**src/hw/rtl/three_phase_windowed_rms_unit_defines.svh**
```systemverilog
// Assertion macros shared by the three-phase windowed RMS unit.
// Depends on nothing; the using module must have aclk and aresetn in scope.
`ifndef THREE_PHASE_WINDOWED_RMS_UNIT_DEFINES_SVH
`define THREE_PHASE_WINDOWED_RMS_UNIT_DEFINES_SVH

// Same-cycle implication, checked outside reset.
`define RMS_ASSERT_IMPL(name, ante, cons, msg) \
    name: assert property (@(posedge aclk) disable iff (!aresetn) (ante) |-> (cons)) \
        else $error(msg);

// Next-cycle implication, checked outside reset.
`define RMS_ASSERT_NEXT(name, ante, cons, msg) \
    name: assert property (@(posedge aclk) disable iff (!aresetn) (ante) |=> (cons)) \
        else $error(msg);

`endif

```
**src/hw/rtl/tpwr_pkg.sv**
```systemverilog
// Package for the three-phase windowed RMS unit: widths, register codes,
// controller states and the command/status structs. Depends on nothing.
package tpwr_pkg;

    localparam int PHASE_COUNT = 3;
    localparam int SAMPLE_BITS = 10;
    localparam int FRAC_BITS   = 4;
    localparam int OFFSET_BITS = 14;
    localparam int WINDOW_BITS = 8;
    localparam int SUM_BITS    = 36;
    localparam int RMS_BITS    = 14;
    localparam int ROOT_BITS   = SUM_BITS / 2;
    localparam int SREM_BITS   = ROOT_BITS + 3;
    localparam int MAG_BITS    = (SAMPLE_BITS + FRAC_BITS > OFFSET_BITS) ?
                                 SAMPLE_BITS + FRAC_BITS : OFFSET_BITS;
    localparam int SQUARE_BITS = 2 * MAG_BITS;

    localparam int PHASE_IDX_BITS = (PHASE_COUNT > 1) ? $clog2(PHASE_COUNT) : 1;
    localparam int ITER_BITS      = $clog2(SUM_BITS);

    localparam int S_TDATA_BITS = ((PHASE_COUNT * SAMPLE_BITS + 7) / 8) * 8;
    localparam int M_TDATA_BITS = ((PHASE_COUNT * RMS_BITS + 7) / 8) * 8;

    localparam int CFG_INDEX_BITS = 8;
    localparam int CFG_DATA_BITS  = 16;

    localparam logic [PHASE_IDX_BITS-1:0] PHASE_LAST = PHASE_IDX_BITS'(PHASE_COUNT - 1);
    localparam logic [ITER_BITS-1:0]      DIV_LAST   = ITER_BITS'(SUM_BITS - 1);
    localparam logic [ITER_BITS-1:0]      SQRT_LAST  = ITER_BITS'(ROOT_BITS - 1);

    localparam logic [OFFSET_BITS-1:0] OFFSET_RESET = OFFSET_BITS'(7646);
    localparam logic [WINDOW_BITS-1:0] WINDOW_RESET = WINDOW_BITS'(80);
    localparam logic [RMS_BITS-1:0]    RMS_MAX      = '1;

    typedef enum logic [CFG_INDEX_BITS-1:0] {
        REG_OFFSET_CODE   = 8'd0,
        REG_WINDOW_LENGTH = 8'd1
    } tpwr_cfg_reg_t;

    typedef enum logic [3:0] {
        ST_IDLE,
        ST_SQUARE,
        ST_ACCUM,
        ST_CHECK,
        ST_DIV_LOAD,
        ST_DIV,
        ST_SQRT,
        ST_STORE,
        ST_EMIT
    } tpwr_state_t;

    typedef struct packed {
        logic                      load_sample;
        logic                      square;
        logic                      accum;
        logic                      clear_count;
        logic                      div_load;
        logic                      div_step;
        logic                      sqrt_step;
        logic                      store;
        logic                      emit;
        logic [PHASE_IDX_BITS-1:0] phase;
    } tpwr_cmd_t;

    typedef struct packed {
        logic window_hit;
        logic out_free;
    } tpwr_status_t;

endpackage

```
**src/hw/rtl/tpwr_ctrl.sv**
```systemverilog
// Controller of the three-phase windowed RMS unit: sequences accumulation,
// division and square root per phase. Depends on tpwr_pkg and the defines header.
`include "three_phase_windowed_rms_unit_defines.svh"

module tpwr_ctrl
    import tpwr_pkg::*;
(
    input  logic         aclk,
    input  logic         aresetn,
    input  logic         s_tvalid,
    output logic         s_tready,
    input  tpwr_status_t status,
    output tpwr_cmd_t    cmd
);

    tpwr_state_t               state_reg, state_next;
    logic [PHASE_IDX_BITS-1:0] phase_reg, phase_next;
    logic [ITER_BITS-1:0]      iter_reg,  iter_next;

    always_ff @(posedge aclk) begin
        if (!aresetn) begin
            state_reg <= ST_IDLE;
            phase_reg <= '0;
            iter_reg  <= '0;
        end else begin
            state_reg <= state_next;
            phase_reg <= phase_next;
            iter_reg  <= iter_next;
        end
    end

    always_comb begin
        state_next = state_reg;
        phase_next = phase_reg;
        iter_next  = iter_reg;
        unique case (state_reg)
            ST_IDLE: begin
                if (s_tvalid) begin
                    state_next = ST_SQUARE;
                    phase_next = '0;
                end
            end
            ST_SQUARE: state_next = ST_ACCUM;
            ST_ACCUM: begin
                if (phase_reg == PHASE_LAST) begin
                    state_next = ST_CHECK;
                    phase_next = '0;
                end else begin
                    state_next = ST_SQUARE;
                    phase_next = phase_reg + 1'b1;
                end
            end
            ST_CHECK: state_next = status.window_hit ? ST_DIV_LOAD : ST_IDLE;
            ST_DIV_LOAD: begin
                state_next = ST_DIV;
                iter_next  = '0;
            end
            ST_DIV: begin
                if (iter_reg == DIV_LAST) begin
                    state_next = ST_SQRT;
                    iter_next  = '0;
                end else begin
                    iter_next = iter_reg + 1'b1;
                end
            end
            ST_SQRT: begin
                if (iter_reg == SQRT_LAST) begin
                    state_next = ST_STORE;
                end else begin
                    iter_next = iter_reg + 1'b1;
                end
            end
            ST_STORE: begin
                if (phase_reg == PHASE_LAST) begin
                    state_next = ST_EMIT;
                    phase_next = '0;
                end else begin
                    state_next = ST_DIV_LOAD;
                    phase_next = phase_reg + 1'b1;
                end
            end
            ST_EMIT: begin
                if (status.out_free) begin
                    state_next = ST_IDLE;
                end
            end
            default: state_next = ST_IDLE;
        endcase
    end

    always_comb begin
        cmd       = '0;
        cmd.phase = phase_reg;
        s_tready  = 1'b0;
        unique case (state_reg)
            ST_IDLE: begin
                s_tready        = 1'b1;
                cmd.load_sample = s_tvalid;
            end
            ST_SQUARE:   cmd.square      = 1'b1;
            ST_ACCUM:    cmd.accum       = 1'b1;
            ST_CHECK:    cmd.clear_count = status.window_hit;
            ST_DIV_LOAD: cmd.div_load    = 1'b1;
            ST_DIV:      cmd.div_step    = 1'b1;
            ST_SQRT:     cmd.sqrt_step   = 1'b1;
            ST_STORE:    cmd.store       = 1'b1;
            ST_EMIT:     cmd.emit        = status.out_free;
            default: begin
                s_tready = 1'b0;
            end
        endcase
    end

    `RMS_ASSERT_IMPL(a_emit_only_when_free, cmd.emit, status.out_free,
        "result loaded while the output register is still occupied")
    `RMS_ASSERT_IMPL(a_phase_in_range, 1'b1, phase_reg <= PHASE_LAST,
        "phase index out of range")
    `RMS_ASSERT_NEXT(a_accept_starts_square, s_tvalid && s_tready, state_reg == ST_SQUARE,
        "accepted item did not start accumulation")

endmodule

```
**src/hw/rtl/tpwr_datapath.sv**
```systemverilog
// Datapath of the three-phase windowed RMS unit: configuration registers,
// square sums, bit-serial divider, digit-serial square root and output register.
// Depends on tpwr_pkg and the defines header.
`include "three_phase_windowed_rms_unit_defines.svh"

module tpwr_datapath
    import tpwr_pkg::*;
(
    input  logic                      aclk,
    input  logic                      aresetn,
    input  logic [S_TDATA_BITS-1:0]   s_tdata,
    output logic                      m_tvalid,
    input  logic                      m_tready,
    output logic [M_TDATA_BITS-1:0]   m_tdata,
    input  logic                      cfg_valid,
    output logic                      cfg_ready,
    input  logic [CFG_INDEX_BITS-1:0] cfg_index,
    input  logic [CFG_DATA_BITS-1:0]  cfg_data,
    input  tpwr_cmd_t                 cmd,
    output tpwr_status_t              status
);

    logic [OFFSET_BITS-1:0] offset_reg;
    logic [WINDOW_BITS-1:0] window_reg;
    logic [WINDOW_BITS-1:0] count_reg;
    logic [SAMPLE_BITS-1:0] sample_reg [PHASE_COUNT];
    logic [SQUARE_BITS-1:0] square_reg;
    logic [SUM_BITS-1:0]    sums_reg   [PHASE_COUNT];
    logic [SUM_BITS-1:0]    quo_reg;
    logic [WINDOW_BITS-1:0] drem_reg;
    logic [SREM_BITS-1:0]   srem_reg;
    logic [ROOT_BITS-1:0]   root_reg;
    logic [RMS_BITS-1:0]    hold_reg   [PHASE_COUNT];
    logic [RMS_BITS-1:0]    out_reg    [PHASE_COUNT];
    logic                   m_tvalid_reg;

    logic [MAG_BITS-1:0]    scaled;
    logic [MAG_BITS-1:0]    offset_ext;
    logic [MAG_BITS-1:0]    mag;
    logic [WINDOW_BITS-1:0] window_eff;
    logic [WINDOW_BITS:0]   dtrial;
    logic                   dge;
    logic [WINDOW_BITS:0]   ddiff;
    logic [SREM_BITS-1:0]   sshift;
    logic [SREM_BITS-1:0]   strial;
    logic                   sge;
    logic [RMS_BITS-1:0]    root_sat;

    assign cfg_ready = 1'b1;

    always_ff @(posedge aclk) begin
        if (!aresetn) begin
            offset_reg <= OFFSET_RESET;
            window_reg <= WINDOW_RESET;
        end else if (cfg_valid) begin
            unique case (cfg_index)
                REG_OFFSET_CODE:   offset_reg <= cfg_data[OFFSET_BITS-1:0];
                REG_WINDOW_LENGTH: window_reg <= cfg_data[WINDOW_BITS-1:0];
                default: begin
                    offset_reg <= offset_reg;
                end
            endcase
        end
    end

    // A window length of zero behaves as a window of one.
    assign window_eff = (window_reg == '0) ? WINDOW_BITS'(1) : window_reg;
    assign status.window_hit = (count_reg >= window_eff);
    assign status.out_free   = !m_tvalid_reg || m_tready;

    assign scaled     = MAG_BITS'({sample_reg[cmd.phase], {FRAC_BITS{1'b0}}});
    assign offset_ext = MAG_BITS'(offset_reg);
    assign mag        = (scaled >= offset_ext) ? (scaled - offset_ext) : (offset_ext - scaled);

    // Restoring division by the window, one quotient bit per cycle.
    assign dtrial = {drem_reg, quo_reg[SUM_BITS-1]};
    assign dge    = (dtrial >= {1'b0, window_eff});
    assign ddiff  = dtrial - {1'b0, window_eff};

    // Integer square root, one root bit per cycle, fed from the quotient's top bits.
    assign sshift = {srem_reg[SREM_BITS-3:0], quo_reg[SUM_BITS-1:SUM_BITS-2]};
    assign strial = SREM_BITS'({root_reg, 2'b01});
    assign sge    = (sshift >= strial);

    assign root_sat = (root_reg > ROOT_BITS'(RMS_MAX)) ? RMS_MAX : root_reg[RMS_BITS-1:0];

    always_ff @(posedge aclk) begin
        if (!aresetn) begin
            count_reg <= '0;
            for (int p = 0; p < PHASE_COUNT; p++) begin
                sums_reg[p] <= '0;
            end
        end else begin
            if (cmd.load_sample) begin
                count_reg <= count_reg + 1'b1;
            end else if (cmd.clear_count) begin
                count_reg <= '0;
            end
            if (cmd.accum) begin
                sums_reg[cmd.phase] <= sums_reg[cmd.phase] + SUM_BITS'(square_reg);
            end else if (cmd.div_load) begin
                sums_reg[cmd.phase] <= '0;
            end
        end
    end

    always_ff @(posedge aclk) begin
        if (cmd.load_sample) begin
            for (int p = 0; p < PHASE_COUNT; p++) begin
                sample_reg[p] <= s_tdata[p*SAMPLE_BITS +: SAMPLE_BITS];
            end
        end
        if (cmd.square) begin
            square_reg <= mag * mag;
        end
        if (cmd.div_load) begin
            quo_reg  <= sums_reg[cmd.phase];
            drem_reg <= '0;
            srem_reg <= '0;
            root_reg <= '0;
        end else if (cmd.div_step) begin
            quo_reg  <= {quo_reg[SUM_BITS-2:0], dge};
            drem_reg <= dge ? ddiff[WINDOW_BITS-1:0] : dtrial[WINDOW_BITS-1:0];
        end else if (cmd.sqrt_step) begin
            quo_reg  <= {quo_reg[SUM_BITS-3:0], 2'b00};
            srem_reg <= sge ? (sshift - strial) : sshift;
            root_reg <= {root_reg[ROOT_BITS-2:0], sge};
        end
        if (cmd.store) begin
            hold_reg[cmd.phase] <= root_sat;
        end
        if (cmd.emit) begin
            for (int p = 0; p < PHASE_COUNT; p++) begin
                out_reg[p] <= hold_reg[p];
            end
        end
    end

    always_ff @(posedge aclk) begin
        if (!aresetn) begin
            m_tvalid_reg <= 1'b0;
        end else if (cmd.emit) begin
            m_tvalid_reg <= 1'b1;
        end else if (m_tready) begin
            m_tvalid_reg <= 1'b0;
        end
    end

    assign m_tvalid = m_tvalid_reg;

    always_comb begin
        m_tdata = '0;
        for (int p = 0; p < PHASE_COUNT; p++) begin
            m_tdata[p*RMS_BITS +: RMS_BITS] = out_reg[p];
        end
    end

    `RMS_ASSERT_NEXT(a_emit_sets_valid, cmd.emit, m_tvalid_reg,
        "emitted result did not reach the output register")
    `RMS_ASSERT_NEXT(a_count_clear_before_div, cmd.div_load, count_reg == '0,
        "division started without clearing the sample count")
    `RMS_ASSERT_NEXT(a_sqrt_rem_bound, cmd.sqrt_step,
        srem_reg <= SREM_BITS'({root_reg, 1'b0}),
        "square root remainder exceeds twice the partial root")

endmodule

```
**src/hw/rtl/three_phase_windowed_rms_unit.sv**
```systemverilog
// Top level of the three-phase windowed RMS unit: controller plus datapath.
// Depends on tpwr_pkg, tpwr_ctrl and tpwr_datapath.
//
//  Channel  Dir  Handshake            Payload
//  s_       in   s_tvalid/s_tready    s_tdata: sample_a, sample_b, sample_c
//  m_       out  m_tvalid/m_tready    m_tdata: rms_a, rms_b, rms_c
//  cfg_     in   cfg_valid/cfg_ready  cfg_index, cfg_data
//
// An item that does not close a window takes these steps: accept, a square and an
// accumulate step per phase, and a window check.
// The item that closes a window then runs, per phase, a load, the divider steps
// and the square root steps plus a store, all on one shared unit.
// The result waits in an output register; a stalled m_tready delays only that step.
// aresetn is synchronous and active low; it restores the register defaults.

module three_phase_windowed_rms_unit
    import tpwr_pkg::*;
(
    input  logic                      aclk,
    input  logic                      aresetn,
    input  logic                      s_tvalid,
    output logic                      s_tready,
    input  logic [S_TDATA_BITS-1:0]   s_tdata,   // sample_a, sample_b, sample_c, zero fill
    output logic                      m_tvalid,
    input  logic                      m_tready,
    output logic [M_TDATA_BITS-1:0]   m_tdata,   // rms_a, rms_b, rms_c, zero fill
    input  logic                      cfg_valid,
    output logic                      cfg_ready,
    input  logic [CFG_INDEX_BITS-1:0] cfg_index,
    input  logic [CFG_DATA_BITS-1:0]  cfg_data
);

    tpwr_cmd_t    cmd;
    tpwr_status_t status;

    tpwr_ctrl u_ctrl (
        .aclk     (aclk),
        .aresetn  (aresetn),
        .s_tvalid (s_tvalid),
        .s_tready (s_tready),
        .status   (status),
        .cmd      (cmd)
    );

    tpwr_datapath u_datapath (
        .aclk      (aclk),
        .aresetn   (aresetn),
        .s_tdata   (s_tdata),
        .m_tvalid  (m_tvalid),
        .m_tready  (m_tready),
        .m_tdata   (m_tdata),
        .cfg_valid (cfg_valid),
        .cfg_ready (cfg_ready),
        .cfg_index (cfg_index),
        .cfg_data  (cfg_data),
        .cmd       (cmd),
        .status    (status)
    );

endmodule

```
**config.mk**
```make
export PLATFORM = sky130hd
export DESIGN_NAME = three_phase_windowed_rms_unit
export DESIGN_NICKNAME = d
export VERILOG_FILES = /design/src/hw/rtl/tpwr_pkg.sv /design/src/hw/rtl/tpwr_ctrl.sv /design/src/hw/rtl/tpwr_datapath.sv /design/src/hw/rtl/three_phase_windowed_rms_unit.sv
export VERILOG_INCLUDE_DIRS = /design/src /design/src/hw/rtl
export SDC_FILE = /design/constraint.sdc
export NUM_CORES = 1
export LEC_CHECK = 0
export BUFFER_PORTS_ARGS = -buffer_cell sky130_fd_sc_hd__buf_2
export CAP_MARGIN = 20
export CORE_MARGIN = 10
export CORE_UTILIZATION = 65
export DETAILED_ROUTE_END_ITERATION = 8
export PLACE_DENSITY = 0.83
export SYNTH_ARGS = -nofsm -noshare
export SYNTH_HDL_FRONTEND = slang
export SYNTH_SLANG_ARGS = --single-unit
```
**constraint.sdc**
```tcl
create_clock -name aclk -period 22.7 [get_ports aclk]
set_input_delay 4.54 -clock aclk [delete_from_list [all_inputs] [get_ports aclk]]
set_output_delay 4.54 -clock aclk [all_outputs]
set_load 0.02 [all_outputs]
```
# ---- Word level (Yosys, flattened, before mapping)
# Memories as Yosys holds them, arrays and structs flattened. A register that Yosys moved wholly into a read port is not among the register bits.
# Cells that the tools add are included.
dict set report totals {
  out_inout_bits 51
  elab_cells 125
  register_bits 152
  memories 4
  input_bits 61
  ramBits 222
}
dict set report op_classes {
  mul 1
  add_sub_neg 8
  n_reduce_logical 18
  n_mux 58
  n_eq_ne 17
  n_bitwise 2
  n_lt_le_gt_ge 5
}
# name depth width read_ports rd_ports_with_merged_regs write_ports line_no
set mem_list {}
lappend mem_list {u_datapath.sums_reg 3 36 1 1 3 tpwr_datapath.sv:28} ;# logic [SUM_BITS-1:0] sums_reg [PHASE_COUNT];
lappend mem_list {u_datapath.hold_reg 3 14 3 0 1 tpwr_datapath.sv:33} ;# logic [RMS_BITS-1:0] hold_reg [PHASE_COUNT];
lappend mem_list {u_datapath.out_reg 3 14 3 0 3 tpwr_datapath.sv:34} ;# logic [RMS_BITS-1:0] out_reg [PHASE_COUNT];
lappend mem_list {u_datapath.sample_reg 3 10 1 1 3 tpwr_datapath.sv:26} ;# logic [SAMPLE_BITS-1:0] sample_reg [PHASE_COUNT];
# operator n
set ops {}
lappend ops {{36-bit two-way mux} 5}
lappend ops {{36-bit by 28-bit adder with 36-bit output} 1}
lappend ops {{4-bit case mux with 9 select lines} 1}
lappend ops {{36-bit OR reduction} 1}
lappend ops {{8-bit two-way mux} 4}
lappend ops {{14-bit by 14-bit multiplier with 28-bit output} 1}
lappend ops {{14-bit two-way mux} 2}
lappend ops {{14-bit subtractor} 2}
lappend ops {{1-bit two-way mux} 27}
lappend ops {{21-bit by 20-bit >= comparator with 1-bit output} 1}
lappend ops {{4-bit two-way mux} 5}
lappend ops {{19-bit two-way mux} 1}
lappend ops {{19-bit subtractor} 1}
lappend ops {{18-bit by 14-bit > comparator with 1-bit output, second input constant} 1}
lappend ops {{6-bit case mux with 3 select lines} 1}
lappend ops {{4-bit by 3-bit == test with 1-bit output, second input constant} 4}
lappend ops {{8-bit logical NOT} 2}
lappend ops {{2-bit two-way mux} 8}
lappend ops {{14-bit >= comparator} 1}
lappend ops {{6-bit two-way mux} 2}
lappend ops {{2-bit AND reduction} 5}
lappend ops {{9-bit by 8-bit >= comparator with 1-bit output} 1}
lappend ops {{8-bit by 1-bit adder with 8-bit output, second input constant} 1}
lappend ops {{4-bit by 2-bit == test with 1-bit output, second input constant} 2}
lappend ops {{other kinds (23)} 29}

# ---- Logic depth before layout (Yosys ltp)
# Gate-level depths: netlist of the first run.
dict set report depth {
  ltp_word 9
  depth_mapped 43
}

# ---- Hierarchy
# A second synthesis of the first run with hierarchy kept.
dict set report hier_totals {
  cells_unflattened 2490
  hier_area_um2 26263.9
}
# mod cells_per_inst n_inst area_per_inst_um2 seq_area_each_um2
set by_module_without_submodules {}
lappend by_module_without_submodules {tpwr_datapath 2394 1 25500.7 11160.7}
lappend by_module_without_submodules {tpwr_ctrl 96 1 763.2 240.2}

# ---- Worst setup path after synthesis of the first run
# OpenSTA, ideal clock, no wires.
dict set report synth_path {
  kind {register -> register}
  start {reg with a tool-made name}
  end {reg u_datapath.square_reg[26] (data pin)}
  path_stages_with_launch 37
  synth_period_minus_slack_ns 9.719
  slack_ns 12.981
  arrival_ns 9.461
  required_time_ns 22.442
  path_cell_list {dfxtp_1 -> buf_6 -> buf_1 -> buf_1 -> clkbuf_1 -> mux2i_1 -> o21a_1 -> inv_1 -> ha_1 -> buf_2 -> a211o_1 -> o211ai_1 -> o21ai_1 -> nor2_2 -> mux2_2 -> a21oi_1 -> o21ai_1 -> xor2_1 -> buf_2 -> nand2_1 -> fa_1 -> fa_1 -> inv_1 -> fa_1 -> fa_1 -> fa_1 -> inv_1 -> fa_1 -> inv_1 -> ha_1 -> clkbuf_1 -> a21oi_1 -> o21ai_0 -> a31oi_1 -> o311ai_1 -> a21oi_1 -> xnor2_1}
}
# element line_no
set synth_lines {}
lappend synth_lines {{end signal, assigned} tpwr_datapath.sv:114} ;# square_reg <= mag * mag;
lappend synth_lines {{end, declared} tpwr_datapath.sv:27} ;# logic [SQUARE_BITS-1:0] square_reg;

==> flow_summary_export.csv, run 1 <==
group,metric,value,unit
run_status,outcome,"completed",
synth,synthArstFlopShare,0,
floorplanning,rows,72,
global_routing,antenna_found_initial,0,
drt,finalWirelength,57600,µm
cells_and_area,largest_reg_flops,144,
drt,first_pass_iters,6,
synth,ys_ff_latch,411,
global_routing,grt_max_degree,57,
cts,ctsRootBufferMaster,"clkbuf_16",
cts,cts_sinks,411,
floorplanning,fp.dieW,219,µm
placement,gp_congestion,0.914,
cells_and_area,layout-drive-gt1-share,0.106,
setup_path,cp_data_required_time,23.03,ns
setup_path,arrival,10.38,ns
setup_path,start_kind,"register",
synth,avgSynthCellArea,10.6,µm²
drt,initialDrtViolationCount,1327,
drt,vias_per_cell,5.96,
synth,synthDistinctLibCells,79,
cts,tritoncts,"yes",
sta,fin_crit_sh,0.443,
sta,fin_worst_skew,0.0117,ns
cells_and_area,n_antenna_cell,0,
sta,fmax,99.5,MHz
global_routing,gr-usage-all-layers,0.242,
floorplanning,die_h,219,µm
cts,cts_max_level,2,
floorplanning,core-area,38800,µm²
cts,cts_buffers,44,
drt,wl_per_cell,18.9,µm
sta,drv_slew,0,
sta,rsz0062_at_grt,"false",
job,cap_violations,0,
setup_path,critPathKind,"reg2reg",
synth,yosys_warnings,0,
setup_path,path_max_fanout,56,
sta,worst_slew_pin_slew,1.20,ns
setup_path,critPathMaxStageDelay,0.89,ns
sta,period_needed,10.05,ns
setup_path,endpoint_kind,"register",
synth,synth_edf_count,321,
sta,timing.setup.tns,0,ns
floorplanning,dieArea,47800,µm²
cells_and_area,syn2layout_area_growth,9.54,%
floorplanning,initial_core_util,0.661,
sta,setup_violations,0,
sta,hold_viol_final,0,
cells_and_area,nets,2858,
placement,portBuffers,100,
global_routing,grt_first_pass_wirelength,94400,µm
placement,dpl.hpwl,39700,µm
drt,drc,0,
sta,slew-limit-headroom,0.202,
cts,clk_pin_slew,0.06,ns
synth,synthCells,2422,
cts,cts_hold_buf,0,
synth,seq_area_frac_synth,0.446,
cts,post_cts_buffers,0,
global_routing,grt_pass1_vias,18900,
drt,vias,18200,
setup_path,slowest_stage,"xnor2_1",
global_routing,grt_overflow,0,
setup_path,cp_common_cell,"fa_1",
floorplanning,pin_count,112,
worst_hold_path,hp-class,"reg2reg",
cts,cts.path.max_buffers,3,
drt,postRouteAntennaNets,0,
synth,synthFlopType,"edfxtp_1",
cts,clk-insertion-delay-late,0.58,ns
cts,ctsResizeCount,0,
synth,syn_area,25700,µm²
-- kinds of logic (layout without fill, tap and decap cells) --
group                      count (synthesis)  after routing  share of synthesized area
adders and majority gates                295            295                      0.178
and+or+nand+nor                          735            735                      0.127
buffers and inverters                    359            469                     0.0541
xor gates and xnor gates                  98             98                     0.0337
DFF                                      411            411                      0.446
AOI/OAI and AO/OA                        433            433                      0.109
muxes                                     89             89                     0.0530
other                                      2              7                   0.000293
-- cell type report --
class | instances | area, µm²
timing repair buffer | 130 | 769
sequential | 411 | 11400
clock buffer | 57 | 1180
inverter | 258 | 968
clock inverter | 24 | 209
tap | 518 | 648
fill | 2646 | 10700
multi-input combinational | 1657 | 12900
-- worst max-delay path: cells and delay by family (launching register included) --
| kind | cells | cell delay [ns] |
|---|---|---|
| simple gates | 4 | 1.13 |
| flops | 1 | 0.31 |
| xor+xnor | 2 | 0.98 |
| fa+ha+maj | 8 | 4.14 |
| compound gates | 9 | 2.38 |
| buf+inv | 4 | 0.81 |
-- placed cells by master, fill, tap and decap left out, types with 17 or more instances in the layout --
cell type,count
nand2_1,291
edfxtp_1,321
nand2b_1,18
o21ai_0,80
xnor2_1,55
fa_1,116
nor2_1,243
nand3_1,29
nor2b_1,27
xor2_1,42
o21a_1,22
clkbuf_16,45
buf_4,25
mux2i_1,48
dfxtp_1,88
and3_1,19
inv_1,257
a31oi_1,54
ha_1,179
mux4_2,33
and2_1,24
a211oi_1,17
a21o_1,59
a21oi_1,120
buf_2,100
-- through the flow --
stage | cells | setup slack [ns] | hold slack (ns) | cell area [µm²] | util
floorplan | 2427 | 12.98 | 0.400 | 25700 | -
global placement | 2969 | 12.92 | 0.401 | 26600 | 0.686
detailed placement | 2971 | 12.76 | 0.405 | 26700 | 0.687
CTS | 3052 | 12.71 | 0.419 | 28100 | 0.723
global route | 3055 | 12.17 | 0.422 | 28100 | 0.724
finish | 3055 | 12.65 | 0.418 | 28100 | 0.724
-- layer usage --
metal | GRT usage | part of all wire
met1 | 0.289 | 0.40
met2 | 0.436 | 0.51
met3 | 0.0330 | 0.056
met4 | 0.0945 | 0.030
met5 | 0 | 0
-- path summary, 6_finish.rpt --
path / from / end / slack, ns / depth (start not counted)
worst max-delay path: register / u_datapath.square_reg[26]$_DFFE_PP_ / 12.65 / 27
worst max register to register: register / u_datapath.square_reg[26]$_DFFE_PP_ / 12.65 / 27
worst min register to register: u_datapath.hold_reg[1][3]$_DFFE_PP_ / u_datapath.out_reg[0][17]$_DFFE_PP_ / 0.42 / 0
worst min-delay path: u_datapath.hold_reg[1][3]$_DFFE_PP_ / u_datapath.out_reg[0][17]$_DFFE_PP_ / 0.42 / 0
-- Yosys cell counts, drive strengths merged (42+ instances only) --
cell type	count	share of area
ha	179	0.087
edfxtp	321	0.38
mux2i	48	0.019
dfxtp	90	0.070
inv	257	0.038
nor2	246	0.036
o21ai	89	0.018
clkbuf	78	0.011
nand2	291	0.043
a21oi	120	0.023
xor2	42	0.014
a31oi	57	0.016
fa	116	0.090
a21o	59	0.017
xnor2	56	0.019
Power of run 1 is not shown: default switching activity piles up to over one toggle a cycle in this logic, so the estimate is an artifact.
==> run 2, diff against run 1 <==
--- a/config.mk
+++ b/config.mk
@@ -6,12 +6,13 @@
 export SDC_FILE = /design/constraint.sdc
 export NUM_CORES = 1
 export LEC_CHECK = 0
+export ABC_AREA = 1
 export BUFFER_PORTS_ARGS = -buffer_cell sky130_fd_sc_hd__buf_2
 export CAP_MARGIN = 20
 export CORE_MARGIN = 10
-export CORE_UTILIZATION = 65
+export CORE_UTILIZATION = 57
 export DETAILED_ROUTE_END_ITERATION = 8
-export PLACE_DENSITY = 0.83
+export PLACE_DENSITY = 0.77
 export SYNTH_ARGS = -nofsm -noshare
 export SYNTH_HDL_FRONTEND = slang
 export SYNTH_SLANG_ARGS = --single-unit
==> constraint.sdc (replaced) <==
create_clock -name aclk -period 8.2 [get_ports aclk]
set_input_delay 1.64 -clock aclk [delete_from_list [all_inputs] [get_ports aclk]]
set_output_delay 1.64 -clock aclk [all_outputs]
set_load 0.02 [all_outputs]
==> flow_summary_export.csv, run 2 <==
group,metric,value,unit
global_routing,grt_overflow,0,
synth,avgSynthCellArea,8.86,µm²
setup_path,slowest_stage,"fa_1",
global_routing,grt_first_pass_wirelength,106000,µm
cells_and_area,nFillCells,3792,
sta,worst_slew_pin_slew,0.964,ns
synth,synthFlopType,"edfxtp_1",
synth,syn_area,26600,µm²
cells_and_area,n_antenna_cell,0,
cts,cts.path.max_buffers,3,
synth,ys_ff_latch,411,
cells_and_area,layout_commonest_cell,"nand2_1",
global_routing,antenna_found_initial,0,
global_routing,gr-usage-all-layers,0.230,
synth,synth_edf_count,321,
setup_path,arrival,8.21,ns
synth,ys_top_cells_by_area,"edfxtp_1 (36%), fa_1 (8.7%), ha_1 (8.4%)",
synth,synth_mux_area_frac,0.000847,
sta,period_needed,7.90,ns
synth,synth_top_family_by_area,"simple AND/OR/NAND/NOR gates",
cells_and_area,syn2layout_area_growth,10.7,%
worst_hold_path,hp-class,"reg2reg",
setup_path,critPathMaxStageDelay,0.54,ns
setup_path,critPathKind,"reg2reg",
cts,clk-insertion-delay-late,0.58,ns
setup_path,path_delay_family,"adder cells",
synth,synthCells,3002,
cells_and_area,nets,3488,
sta,fmax,127,MHz
synth,synth_compound_area_frac,0.111,
drt,drc,0,
drt,initialDrtViolationCount,1559,
floorplanning,die_h,236,µm
cts,cts_max_level,2,
sta,fin_worst_skew,0.0200,ns
job,cap_violations,0,
sta,drv_slew,0,
placement,dp.cells,3683,
floorplanning,initial_core_util,0.574,
setup_path,start_kind,"register",
floorplanning,rows,79,
cells_and_area,layout-drive-gt1-share,0.103,
run_status,outcome,"completed",
synth,seq_area_frac_synth,0.430,
drt,finalWirelength,65300,µm
synth,yosys-top-cells-count,"nand2_1 (508), inv_1 (470), nor2_1 (416), edfxtp_1 (321), ha_1 (179)",
sta,slew-limit-headroom,0.356,
synth,synthAdderAreaFrac,0.172,
cells_and_area,final_cell_mix,"nand2_1 (508), inv_1 (470), nor2_1 (410), edfxtp_1 (321), ha_1 (178)",
synth,synthDistinctLibCells,66,
floorplanning,core-area,46400,µm²
setup_path,path_max_fanout,12,
floorplanning,pin_count,112,
global_routing,grt_max_degree,73,
placement,portBuffers,100,
synth,synth.most_common_cell,"nand2_1",
placement,dpl.hpwl,47100,µm
floorplanning,fp.dieW,236,µm
cts,cts_sinks,411,
setup_path,cp_num_buf_inv,6,
global_routing,grt_pass1_vias,21000,
cts,clk_pin_slew,0.06,ns
cts,cts_buffers,43,
synth,yosys.area_share.xor_xnor,0.0249,
synth,yosys_warnings,0,
sta,hold_viol_final,0,
drt,wl_per_cell,17.3,µm
drt,vias_per_cell,5.55,
sta,setup_violations,0,
synth,synthArstFlopShare,0,
setup_path,cp_data_required_time,8.51,ns
synth,yosys.area.top_type,"edfxtp_1",
cts,ctsRootBufferMaster,"clkbuf_16",
drt,vias,21000,
drt,postRouteAntennaNets,0,
drt,first_pass_iters,6,
placement,gp_congestion,0.978,
cts,tritoncts,"yes",
sta,fin_crit_sh,0.963,
setup_path,endpoint_kind,"register",
floorplanning,dieArea,55700,µm²
synth,synth-simple-area-share,0.177,
cells_and_area,stdcell_count,3773,
synth,yosysTopAreaCellShare,0.362,
setup_path,cp_common_cell,"fa_1",
cells_and_area,largest_reg_flops,144,
## run 2: cell types whose count changed after synthesis, sizes merged, moves of 36 or more
| cell | change |
|---|---|
| mux2i | -47 |
| nand2 | +240 |
| nor2 | +175 |
| mux4 | -36 |
| nand3 | +61 |
| a21oi | +53 |
| o21ai | +93 |
| xnor2 | -38 |
| inv | +230 |
| a21o | -46 |
## run 2: what timing repair did
action                                  4_1_cts  5_1_grt
endpoints found under the setup margin        1       16
setup buffers                                 1        8
gates resized for setup                       1       20
endpoints found under the hold margin         0        0
hold buffers                                  0        0
pin swaps                                     1        4
## run 2: area by class of cell
class                   instances  area, µm²  share of cell area
multi-input cells            2020      13000               0.442
well taps                     607        759              0.0258
clock buffers                  53       1140              0.0389
flip-flops and latches        411      11400               0.389
clock inverters                26        193             0.00654
repair buffers                165       1040              0.0353
inverters                     491       1850              0.0629
## run 2: layer usage
| layer | global-route usage | part of all wire |
|---|---|---|
| met1 | 0.286 | 0.41 |
| met2 | 0.404 | 0.50 |
| met3 | 0.0279 | 0.060 |
| met4 | 0.0794 | 0.025 |
| met5 | 0 | 0 |
## run 2: path summary, 6_finish.rpt
kind,to,cells after the start,start,slack [ns]
worst min-delay path,u_datapath.out_reg[0][7]$_DFFE_PP_,0,u_datapath.hold_reg[0][7]$_DFFE_PP_,0.42
worst max register to register,u_datapath.square_reg[21]$_DFFE_PP_,30,register,0.30
worst min register to register,u_datapath.out_reg[0][7]$_DFFE_PP_,0,u_datapath.hold_reg[0][7]$_DFFE_PP_,0.42
worst max-delay path,u_datapath.square_reg[21]$_DFFE_PP_,30,register,0.30
## run 2: stage by stage
step | util | hold slack (ns) | setup WS, ns | TNS, ns | instance area (µm²)
final | 0.635 | 0.415 | 0.301 | 0 | 29400
after global routing | 0.635 | 0.424 | -0.00139 | -0.00139 | 29400
after CTS | 0.632 | 0.418 | 0.0424 | 0 | 29300
after detailed placement | 0.602 | 0.405 | -0.0334 | -0.0334 | 27900
after global placement | 0.602 | 0.401 | 0.0511 | 0 | 27900
after floorplan | - | 0.400 | 0.308 | 0 | 26600
## run 2: cell families (layout without fill, tap and decap cells)
group	Yosys count	after routing
AO/OA/AOI/OAI	515	515
XOR/XNOR	68	68
adder cells (fa/ha/maj)	295	295
buffers and inverters	576	735
flip-flops	411	411
multiplexers	1	1
other	2	7
AND/OR/NAND/NOR	1134	1134
Power of run 2 is left out for the same reason.
==> run 3, diff against run 2 <==
--- a/config.mk
+++ b/config.mk
@@ -6,13 +6,15 @@
 export SDC_FILE = /design/constraint.sdc
 export NUM_CORES = 1
 export LEC_CHECK = 0
-export ABC_AREA = 1
+export ABC_AREA = 0
 export BUFFER_PORTS_ARGS = -buffer_cell sky130_fd_sc_hd__buf_2
 export CAP_MARGIN = 20
+export CELL_PAD_IN_SITES_DETAIL_PLACEMENT = 1
+export CELL_PAD_IN_SITES_GLOBAL_PLACEMENT = 1
 export CORE_MARGIN = 10
-export CORE_UTILIZATION = 57
+export CORE_UTILIZATION = 46
 export DETAILED_ROUTE_END_ITERATION = 8
-export PLACE_DENSITY = 0.77
+export PLACE_DENSITY_LB_ADDON = 0.1
 export SYNTH_ARGS = -nofsm -noshare
 export SYNTH_HDL_FRONTEND = slang
 export SYNTH_SLANG_ARGS = --single-unit
==> flow_summary_export.csv, run 3 (same netlist as run 1, synthesis figures left out) <==
group,metric,value,unit
setup_path,cp_common_cell,"fa_1",
global_routing,gr-usage-all-layers,0.202,
worst_hold_path,worstHoldPathCells,0,
floorplanning,pin_count,112,
cells_and_area,n_antenna_cell,0,
placement,dp.cells,3308,
setup_path,arrival,8.49,ns
setup_path,start_kind,"register",
global_routing,grt_first_pass_wirelength,108000,µm
drt,vias_per_cell,5.39,
cells_and_area,nFillCells,5921,
sta,whs,0.415,ns
global_routing,grt_overflow,0,
floorplanning,rows,86,
cells_and_area,regArea,11400,µm²
cts,clk-insertion-delay-late,0.61,ns
cells_and_area,final_cell_mix,"edfxtp_1 (321), nand2_1 (277), inv_1 (246), nor2_1 (235), ha_1 (156)",
setup_path,cp_data_required_time,8.50,ns
floorplanning,fp.dieW,256,µm
setup_path,critPathMaxStageDelay,0.54,ns
cells_and_area,fin_area,30700,µm²
setup_path,endpoint_kind,"register",
setup_path,critPathKind,"reg2reg",
setup_path,reg2regPathDepth,30,
global_routing,antenna_found_initial,1,
sta,setup_violations,0,
worst_hold_path,hp-class,"reg2reg",
floorplanning,core-area,55200,µm²
run_status,outcome,"completed",
setup_path,slowest_stage,"fa_1",
cells_and_area,stdcell_count,3428,
drt,postRouteAntennaNets,0,
drt,drc,0,
cts,clk_pin_slew,0.06,ns
sta,fin_crit_sh,0.999,
floorplanning,initial_core_util,0.465,
cts,cts.path.max_buffers,3,
drt,first_pass_iters,6,
sta,fmax,122,MHz
sta,setup_ws,0.0107,ns
cts,tritoncts,"yes",
drt,vias,18500,
sta,fin_worst_skew,0.0624,ns
global_routing,grt_max_degree,77,
cts,cts_buffers,47,
placement,dpl.hpwl,47600,µm
cts,ctsRootBufferMaster,"clkbuf_16",
sta,drv_slew,0,
cells_and_area,nets,2997,
floorplanning,dieArea,65600,µm²
drt,finalWirelength,67400,µm
drt,wl_per_cell,19.7,µm
cts,cts_max_level,2,
sta,worst_slew_pin_slew,0.955,ns
sta,hold_viol_final,0,
cells_and_area,layout-drive-gt1-share,0.205,
drt,initialDrtViolationCount,918,
cells_and_area,layout_commonest_cell,"edfxtp_1",
job,cap_violations,0,
global_routing,grt_pass1_vias,20500,
cells_and_area,largest_reg_flops,144,
cells_and_area,syn2layout_area_growth,19.6,%
placement,portBuffers,100,
sta,rsz0062_at_grt,"true",
placement,placedInstanceArea,27900,µm²
cells_and_area,multi_input_area,13800,µm²
placement,place_ws,-0.279,ns
placement,gp_congestion,0.873,
cts,cts_sinks,411,
floorplanning,die_h,256,µm
sta,period_needed,8.19,ns
setup_path,path_max_fanout,6,
sta,slew-limit-headroom,0.363,
[run 3: cell count changes in the layout (fill, tap and decap cells not counted), moves of 28 or more]
cell,previous run,this run
buf_4,61,151
mux2i_1,0,46
o21ai_0,166,70
a21oi_1,167,98
o22ai_1,29,1
a21o_1,13,58
nor2_1,410,235
mux4_2,0,33
nand2_1,508,277
inv_1,470,246
nand3_1,85,29
xnor2_1,18,48
[run 3: final cells by class]
| cell class | count | share of cell area |
|---|---|---|
| Clock buffer | 64 | 0.0444 |
| Clock inverter | 24 | 0.0105 |
| Inverter | 258 | 0.0316 |
| Multi-Input combinational cell | 1657 | 0.449 |
| Sequential cell | 411 | 0.373 |
| Tap cell | 748 | 0.0305 |
| Timing Repair Buffer | 266 | 0.0608 |
[run 3: timing repair]
item,CTS,global route
gates resized for setup,38,115
setup buffers,6,20
setup endpoints to repair,12,15
pin swaps,14,74
hold buffers,0,0
hold endpoints to repair,0,0
[run 3: stage by stage]
step,utilization,setup TNS (ns)
finish,0.556,0
global route,0.556,-2.41
CTS,0.540,-0.0431
detailed placement,0.505,-1.71
global placement,0.505,-0.323
floorplan,-,-0.0245
[run 3: routing by layer]
metal  vias to the layer above  share of wire  global-route usage
li1                       8835              -                   -
met1                      9352           0.42               0.242
met2                       190           0.53               0.374
met3                        97          0.023              0.0229
met4                         0          0.023              0.0564
met5                         -              0                   0
[run 3: worst paths after layout]
| path | slack, ns | endpoint | from |
|---|---|---|---|
| worst max-delay path | 0.01 | u_datapath.square_reg[27]$_DFFE_PP_ | register |
| worst min-delay path | 0.42 | u_datapath.out_reg[0][15]$_DFFE_PP_ | u_datapath.hold_reg[1][1]$_DFFE_PP_ |
| worst max register to register | 0.01 | u_datapath.square_reg[27]$_DFFE_PP_ | register |
| worst min register to register | 0.42 | u_datapath.out_reg[0][15]$_DFFE_PP_ | u_datapath.hold_reg[1][1]$_DFFE_PP_ |
[run 3: worst max-delay path, delay by kind of cell (launching register included)]
kind	cells	cell delay (ns)
compound gates	9	1.98
xor+xnor	2	0.31
fa+ha+maj	8	3.58
buf+inv	7	0.68
flops	1	0.38
mux	1	0.18
simple gates	3	0.74
Power of run 3 is left out for the same reason.
